### src/rtl/cco_pkg.sv
// ----------------------------------------------------------------------------
// cco_pkg: shared types and constants of the cosine cutoff weight block
// register indexes, field widths, pipeline item types and the raised
// cosine evaluation used to build the cosine table at elaboration
// ----------------------------------------------------------------------------
package cco_pkg;

  localparam int COS_TABLE_BITS_DEF = 10;
  localparam int COORD_W = 16;
  localparam int DIST_W  = 18;
  localparam int RAD_W   = 18;
  localparam int INVW_W  = 22;
  localparam int WGT_W   = 16;
  localparam int CFG_W   = 22;
  localparam int IDX_W   = 2;

  // register indexes
  localparam logic [IDX_W-1:0] REG_CUTOFF  = 2'd0;
  localparam logic [IDX_W-1:0] REG_PLATEAU = 2'd1;
  localparam logic [IDX_W-1:0] REG_INVW    = 2'd2;

  localparam logic [WGT_W-1:0] WEIGHT_ONE = 16'h8000;

  localparam longint unsigned ONE_Q30 = 64'd1 << 30;
  localparam longint unsigned PI_Q30  = 64'd3373259426;

  // distance leaving the square root pipeline
  typedef struct packed {
    logic              valid;
    logic [DIST_W-1:0] distance;
  } dist_item_t;

  // finished result
  typedef struct packed {
    logic              valid;
    logic [WGT_W-1:0]  weight;
    logic              in_cutoff;
    logic [DIST_W-1:0] distance;
  } result_item_t;

  // 0.5*(1+cos(pi*k/2^bits)) in Q1.15, Horner form of the Taylor series
  function automatic logic [WGT_W-1:0] raised_cos(longint unsigned k_in, int bits);
    longint unsigned full;
    longint unsigned k;
    longint unsigned theta;
    longint unsigned x2;
    longint unsigned r;
    longint          last;
    logic            neg;
    longint unsigned w;
    full = 64'd1 << bits;
    k    = k_in;
    neg  = 1'b0;
    if (k > (full >> 1)) begin
      k   = full - k;
      neg = 1'b1;
    end
    theta = (PI_Q30 * k) >> bits;
    x2    = (theta * theta) >> 30;
    r     = ONE_Q30;
    // terms of degree 14 down to 4, divisors (2n-1)*2n
    r = ONE_Q30 - (((x2 * r) >> 30) / 64'd182);
    r = ONE_Q30 - (((x2 * r) >> 30) / 64'd132);
    r = ONE_Q30 - (((x2 * r) >> 30) / 64'd90);
    r = ONE_Q30 - (((x2 * r) >> 30) / 64'd56);
    r = ONE_Q30 - (((x2 * r) >> 30) / 64'd30);
    r = ONE_Q30 - (((x2 * r) >> 30) / 64'd12);
    last = longint'(ONE_Q30) - longint'(((x2 * r) >> 30) >> 1);
    if (last < 0) last = 0;
    r = longint'(last);
    if (neg) w = (ONE_Q30 - r + 64'd32768) >> 16;
    else     w = (ONE_Q30 + r + 64'd32768) >> 16;
    return w[WGT_W-1:0];
  endfunction

endpackage

### src/rtl/cco_dist.sv
// ----------------------------------------------------------------------------
// cco_dist: distance pipeline
// differences and squares, sum of squares, then one root bit per stage
// ----------------------------------------------------------------------------
module cco_dist import cco_pkg::*; (
  input  logic                      clk,
  input  logic                      rst,
  input  logic                      en,
  input  logic                      in_valid,
  input  logic signed [COORD_W-1:0] position_x,
  input  logic signed [COORD_W-1:0] position_y,
  input  logic signed [COORD_W-1:0] position_z,
  input  logic signed [COORD_W-1:0] center_x,
  input  logic signed [COORD_W-1:0] center_y,
  input  logic signed [COORD_W-1:0] center_z,
  output dist_item_t                dist_out
);

  localparam int SQ_W    = 2 * COORD_W;
  localparam int SUM_W   = SQ_W + 2;
  localparam int ROOT_W  = SUM_W / 2;
  localparam int RW      = SUM_W + 1;

  logic signed [COORD_W:0]   dx, dy, dz;
  logic signed [2*COORD_W+1:0] px, py, pz;
  logic [SQ_W-1:0]  sqx, sqy, sqz;
  logic             sq_valid;
  logic [SUM_W-1:0] sum;
  logic             sum_valid;

  logic [RW-1:0] rem  [0:ROOT_W];
  logic [RW-1:0] root [0:ROOT_W];
  logic          vld  [0:ROOT_W];

  // differences and squares
  assign dx = (COORD_W+1)'(position_x) - (COORD_W+1)'(center_x);
  assign dy = (COORD_W+1)'(position_y) - (COORD_W+1)'(center_y);
  assign dz = (COORD_W+1)'(position_z) - (COORD_W+1)'(center_z);
  assign px = dx * dx;
  assign py = dy * dy;
  assign pz = dz * dz;

  always_ff @(posedge clk) begin
    if (rst) begin
      sq_valid <= 1'b0;
    end else if (en) begin
      sq_valid <= in_valid;
    end
  end

  always_ff @(posedge clk) begin
    if (en) begin
      sqx <= px[SQ_W-1:0];
      sqy <= py[SQ_W-1:0];
      sqz <= pz[SQ_W-1:0];
    end
  end

  // sum of squares
  always_ff @(posedge clk) begin
    if (rst) begin
      sum_valid <= 1'b0;
    end else if (en) begin
      sum_valid <= sq_valid;
    end
  end

  always_ff @(posedge clk) begin
    if (en) begin
      sum <= SUM_W'(sqx) + SUM_W'(sqy) + SUM_W'(sqz);
    end
  end

  assign rem[0]  = RW'(sum);
  assign root[0] = '0;
  assign vld[0]  = sum_valid;

  // square root, one result bit per stage
  for (genvar j = 0; j < ROOT_W; j++) begin : g_root
    localparam logic [RW-1:0] BIT = RW'(1) << (2 * (ROOT_W - 1 - j));
    logic [RW-1:0] trial;
    assign trial = root[j] + BIT;

    always_ff @(posedge clk) begin
      if (rst) begin
        vld[j+1] <= 1'b0;
      end else if (en) begin
        vld[j+1] <= vld[j];
      end
    end

    always_ff @(posedge clk) begin
      if (en) begin
        if (rem[j] >= trial) begin
          rem[j+1]  <= rem[j] - trial;
          root[j+1] <= (root[j] >> 1) + BIT;
        end else begin
          rem[j+1]  <= rem[j];
          root[j+1] <= root[j] >> 1;
        end
      end
    end
  end

  assign dist_out.valid    = vld[ROOT_W];
  assign dist_out.distance = DIST_W'(root[ROOT_W][ROOT_W-1:0]);

endmodule

### config.mk
export PLATFORM = sky130hd
export DESIGN_NAME = cco_dist
export DESIGN_NICKNAME = d
export VERILOG_FILES = /design/src/rtl/cco_pkg.sv /design/src/rtl/cco_dist.sv
export SDC_FILE = /design/constraint.sdc
export NUM_CORES = 2
export LEC_CHECK = 0
export ABC_AREA = 1
export BUFFER_PORTS_ARGS = -buffer_cell sky130_fd_sc_hd__buf_4
export CAP_MARGIN = 20
export CORE_UTILIZATION = 36
export DETAILED_ROUTE_END_ITERATION = 10
export PLACE_DENSITY = 0.6
export SLEW_MARGIN = 30
export SYNTH_ARGS = -nofsm -noshare
export SYNTH_HDL_FRONTEND = slang
export SYNTH_SLANG_ARGS = --single-unit
### constraint.sdc
create_clock -name clk -period 8.8 [get_ports clk]
set_input_delay 0.44 -clock clk [delete_from_list [all_inputs] [get_ports clk]]
set_output_delay 0.44 -clock clk [all_outputs]
set_load 0.005 [all_outputs]
# Word level (Yosys, flattened, before mapping)
# Cells that the tools add are included.
# W data, S select, Z words.
dict set report word_totals {
  input_bits 100
  word_cells 178
  out_inout_bits 19
  ff_bits 1286
}
dict set report op_classes {
  add_sub_neg 53
  n_lt_le_gt_ge 17
  n_mul 3
  muxes 33
}
# op n
set op_table {}
lappend op_table {{$ge A35 B35 Y1} 16}
lappend op_table {{$mux W34} 16}
lappend op_table {{$mux W35} 15}
lappend op_table {{$sub A35 B35 Y35} 15}
lappend op_table {{$mul A17 B17 Y32} 3}
lappend op_table {{$sub A16 B16 Y17} 3}
lappend op_table {{$add A34 B11 Y35 const B} 1}
lappend op_table {{$add A34 B13 Y35 const B} 1}
lappend op_table {{$add A34 B15 Y35 const B} 1}
lappend op_table {{$add A34 B17 Y35 const B} 1}
lappend op_table {{$add A34 B19 Y35 const B} 1}
lappend op_table {{$add A34 B21 Y35 const B} 1}
lappend op_table {{$add A34 B23 Y35 const B} 1}
lappend op_table {{$add A34 B25 Y35 const B} 1}
lappend op_table {{$add A34 B27 Y35 const B} 1}
lappend op_table {{$add A34 B29 Y35 const B} 1}
lappend op_table {{$add A34 B3 Y35 const B} 1}
lappend op_table {{$add A34 B31 Y35 const B} 1}
lappend op_table {{$add A34 B5 Y35 const B} 1}
lappend op_table {{$add A34 B7 Y35 const B} 1}
lappend op_table {{$add A34 B9 Y35 const B} 1}
lappend op_table {{$add A35 B1 Y35 const B} 1}
lappend op_table {{$add A35 B11 Y35 const B} 1}
lappend op_table {{$add A35 B13 Y35 const B} 1}
lappend op_table {{20 further kinds} 20}

# Longest topological paths before layout
dict set report logic_depth {
  depth_word 3
  mapped_depth 39
  depth_no_buf 38
}

# Worst setup path after synthesis
# Ideal clock, no wire load.
dict set report synth_timing {
  path_type {input port to flip-flop}
  startpoint {input position_y[0]}
  endpoint {register sqy[30], data pin}
  t_arrival_ps 6729
  stages 28
  setup_slack_ps 1818
  t_required_ps 8547
  setup_ps 253
  path_cell_list {inv_1 -> ha_1 -> fa_1 -> nand3b_1 -> nand2_1 -> nand2_1 -> nand2_2 -> nand2_1 -> nand3_1 -> nand2_2 -> inv_1 -> buf_2 -> nor2_1 -> fa_1 -> inv_1 -> fa_1 -> inv_1 -> fa_1 -> fa_1 -> fa_1 -> fa_1 -> ha_1 -> a21oi_1 -> o21ai_0 -> a221oi_1 -> nand3_1 -> nand2_1 -> nand2_1}
}
dict set report synth_via {
  elab_chain_len 2
}
# element line
set synth_rtl {}
lappend synth_rtl {{start: declaration} cco_dist.sv:11} ;# input logic signed [COORD_W-1:0] position_y,
lappend synth_rtl {{$sub A16 B16 Y17} cco_dist.sv:37} ;# assign dy = (COORD_W+1)'(position_y) - (COORD_W+1)'(center_y);
lappend synth_rtl {{$mul A17 B17 Y32} cco_dist.sv:40} ;# assign py = dy * dy;
lappend synth_rtl {{via py[30]} cco_dist.sv:25} ;# logic signed [2*COORD_W+1:0] px, py, pz;
lappend synth_rtl {{end signal: assignment} cco_dist.sv:54} ;# sqy <= py[SQ_W-1:0];
lappend synth_rtl {{end: declaration} cco_dist.sv:26} ;# logic [SQ_W-1:0] sqx, sqy, sqz;
# The timed path passes the listed nets, and every way through them passes these cells.
# A chain may end at the register's enable or synchronous reset.

# Worst setup path in the final report
dict set report layout_timing {
  startpoint {input position_x[0]}
  endpoint {register sqx[30], data pin}
}
dict set report layout_via {
  elab_chain_len 2
}
# element line
set layout_rtl {}
lappend layout_rtl {{start: declaration} cco_dist.sv:10} ;# input logic signed [COORD_W-1:0] position_x,
lappend layout_rtl {{$sub A16 B16 Y17} cco_dist.sv:36} ;# assign dx = (COORD_W+1)'(position_x) - (COORD_W+1)'(center_x);
lappend layout_rtl {{$mul A17 B17 Y32} cco_dist.sv:39} ;# assign px = dx * dx;
lappend layout_rtl {{via px[30]} cco_dist.sv:25}
lappend layout_rtl {{end signal: assignment} cco_dist.sv:53} ;# sqx <= px[SQ_W-1:0];
lappend layout_rtl {{end: declaration} cco_dist.sv:26}
# The timed path passes the listed nets, and every way through them passes these cells.

==> impl_metrics.tcl <==
set metrics [dict create \
    cts-htree-levels 3 \
    synth_area_leaders "edfxtp_1, fa_1, inv_1, nand2_1, ha_1" \
    netlist_instances 8436 \
    area_growth_pct 10.1 \
    drtAntennaViolNets 0 \
    crit_slowest_cell "fa_1" \
    holdPathEnd "sq_valid" \
    endpoint_kind "flop" \
    place_hpwl_microns 163000 \
    ys_seq_area_share_pct 33.6 \
    yosysWarningCount 0 \
    grt.total_usage_pct 18.5 \
    cts_tree "yes" \
    finClkSkew_ns 0.0366 \
    reg2reg_slack_ns 5.33 \
    initial_core_util_pct 36.3 \
    synth_seq_cells 859 \
    worstHoldPathType "input port to flop" \
    drtIter0Drc 3926 \
    crit_cells 30 \
    root_buffer "clkbuf_16" \
    synth_edf_count 840 \
    tightestPinTransition_ns 1.06 \
    first_global_vias 56900 \
    cts-hold-fix-buffers 0 \
    drive_gt1_share_pct 5.13 \
    outcome "finished, final reports clean" \
    ys_types 71 \
    antenna_found_initial 3 \
    hold_path_depth 3 \
    yosysTopAreaCellShare_pct 33.1 \
    drcViolationCount 0 \
    synth_ff_type "edfxtp_1" \
    final_cells 11500 \
    setup_violations 0 \
    period_needed_ns 7.52 \
    place_inst 11300 \
    die_h_microns 462 \
    numCtsBuffers 95 \
    min-delay-start "in_valid" \
    setup_tns_ns 0 \
    hold_violations 0 \
    synth_top_area_cell "edfxtp_1" \
    critPathMostFrequentCell "nand2_1" \
    regToRegEndpoint "rem[46]" \
    slew_viol_final 0 \
    wl_microns 197000 \
    worst-path-max-fanout 12 \
    setup.worst_path.class "input port to flop" \
    cts_setup_buffers 0 \
    async_flop_share_pct 0 \
    cpPeakStageDelay_ns 0.86 \
    avgSynthCellArea_sq_um 9.02 \
    clock-sinks 859 \
    max_freq_mhz 133 \
    required_ns 9.24 \
    die_x_microns 462 \
    portBuffers 117 \
    vias 55900 \
    gp_congestion 0.933 \
    maxCapViolations 0 \
    routedWlPerCell_microns 17.1 \
    clk_path_buf_depth 3 \
    rsz0062_at_grt "no" \
    num_rows 168 \
    gr-total-overflow 0 \
    drtPass1Iterations 5 \
    ioPinCount 119 \
    path_clk_slew_ns 0.06 \
    clk-insertion-delay-late_ns 0.70 \
    cts_resized 0 \
    rr_worst_depth 13 \
    grt_pass1_wl_microns 309000 \
    die-area_sq_mm 0.213 \
    core_sq_mm 0.210 \
    cpLargestDelayFamily "adder cells" \
    whs_ns 0.0390 \
    nets 10000 \
    worstSetupStartpointType "input port" \
    slew_headroom_pct 29.5 \
    path_buf_inv 6 \
    via_per_inst 4.86 \
    worstPathArrival_ns 7.96 \
    rr_startpoint "root[84]" \
    syn_area_sq_mm 0.0761 \
    timing.final.crit_share_pct 85.5 \
    grt_max_degree 180 \
]
## Yosys cell counts (66+ instances only)
master	n
inv_1	1810
nand2_1	1627
nor2_1	861
edfxtp_1	840
fa_1	807
ha_1	481
a21oi_1	390
nand3_1	313
o21ai_0	260
xor2_1	196
xnor2_1	110
nor3_1	98
nand4_1	88
nor4_1	66
## tightest hold or removal path, delay by kind of cell
family                 cells  cell delay (ns)
buffers and inverters      1             0.11
AOI/OAI and AO/OA          1             0.06
and+or+nand+nor            1             0.07
## state kept, by name, summed over array words and instances, names as in the netlist
name,flops
dist_out,18
rem,560
root,136
sq_valid,1
sqx,31
sqy,31
sqz,31
sum,34
sum_valid,1
vld,16
## area by class of cell
cell class	count	area [sq um]
antenna	4	10.0
clock buffer	108	2450
clock inverter	64	713
fill	21100	126000
inverter	1833	6880
multi-input combinational	5652	43200
sequential	859	25600
tap	2805	3510
timing repair buffer	181	1460
## cells in the final DEF (no fill, tap or decap), drive strengths merged, types with 5 or more instances in the layout
cell type  count
o21ai        279
a21oi        393
clkinvlp       9
nor2         872
nand3        317
o2111ai        5
edfxtp       840
buf          181
clkinv        45
a21o          35
ha           481
a21boi        14
nand4         88
bufinv        11
o21a          17
fa           807
inv         1832
xnor2        113
and3           7
nand3b        46
o21bai        27
o211ai        25
a31oi         23
or2           50
clkbuf       108
xor2         202
nor4          66
nand2       1636
conb           5
o31ai          9
dfxtp         19
a211oi         8
nor3         101
## logic make-up after synthesis
group | after synthesis | synth area share (%)
and+or+nand+nor | 3193 | 17.5
buffers and inverters | 1929 | 9.69
adders and majority gates | 1288 | 29.1
DFF | 859 | 33.6
AOI/OAI and AO/OA | 849 | 6.25
xor gates and xnor gates | 315 | 3.74
muxes | 2 | 0.0263
other | 1 | 0.00493
## worst max path at each step
stage	start	endpoint	slack [ns]
floorplan	position_y[0]	sqy[30]	1.82
global placement	position_x[0]	sqx[30]	0.53
detailed placement	position_z[0]	sqz[28]	0.59
CTS	position_z[0]	sqz[28]	1.36
global route	position_x[0]	sqx[30]	0.72
finish	position_x[0]	sqx[30]	1.28
## routing by layer
metal,routed length (microns),up-vias,track usage [%]
li1,-,27100,-
met1,82100,27200,23.1
met2,98700,1349,32.8
met3,9140,288,2.30
met4,6710,4,6.06
met5,32,-,0
## metrics by stage
stage | setup slack [ns] | utilization (%) | instance area (sq um)
final | 1.28 | 39.9 | 83800
after global placement | 0.534 | 38.4 | 80600
after global routing | 0.717 | 39.9 | 83800
after floorplan | 1.82 | - | 76100
after CTS | 1.36 | 39.9 | 83700
after detailed placement | 0.592 | 38.4 | 80600
Power is left out: the tool's default activity adds up to more than one toggle a clock period on the data nets, which glitch-free logic cannot reach.
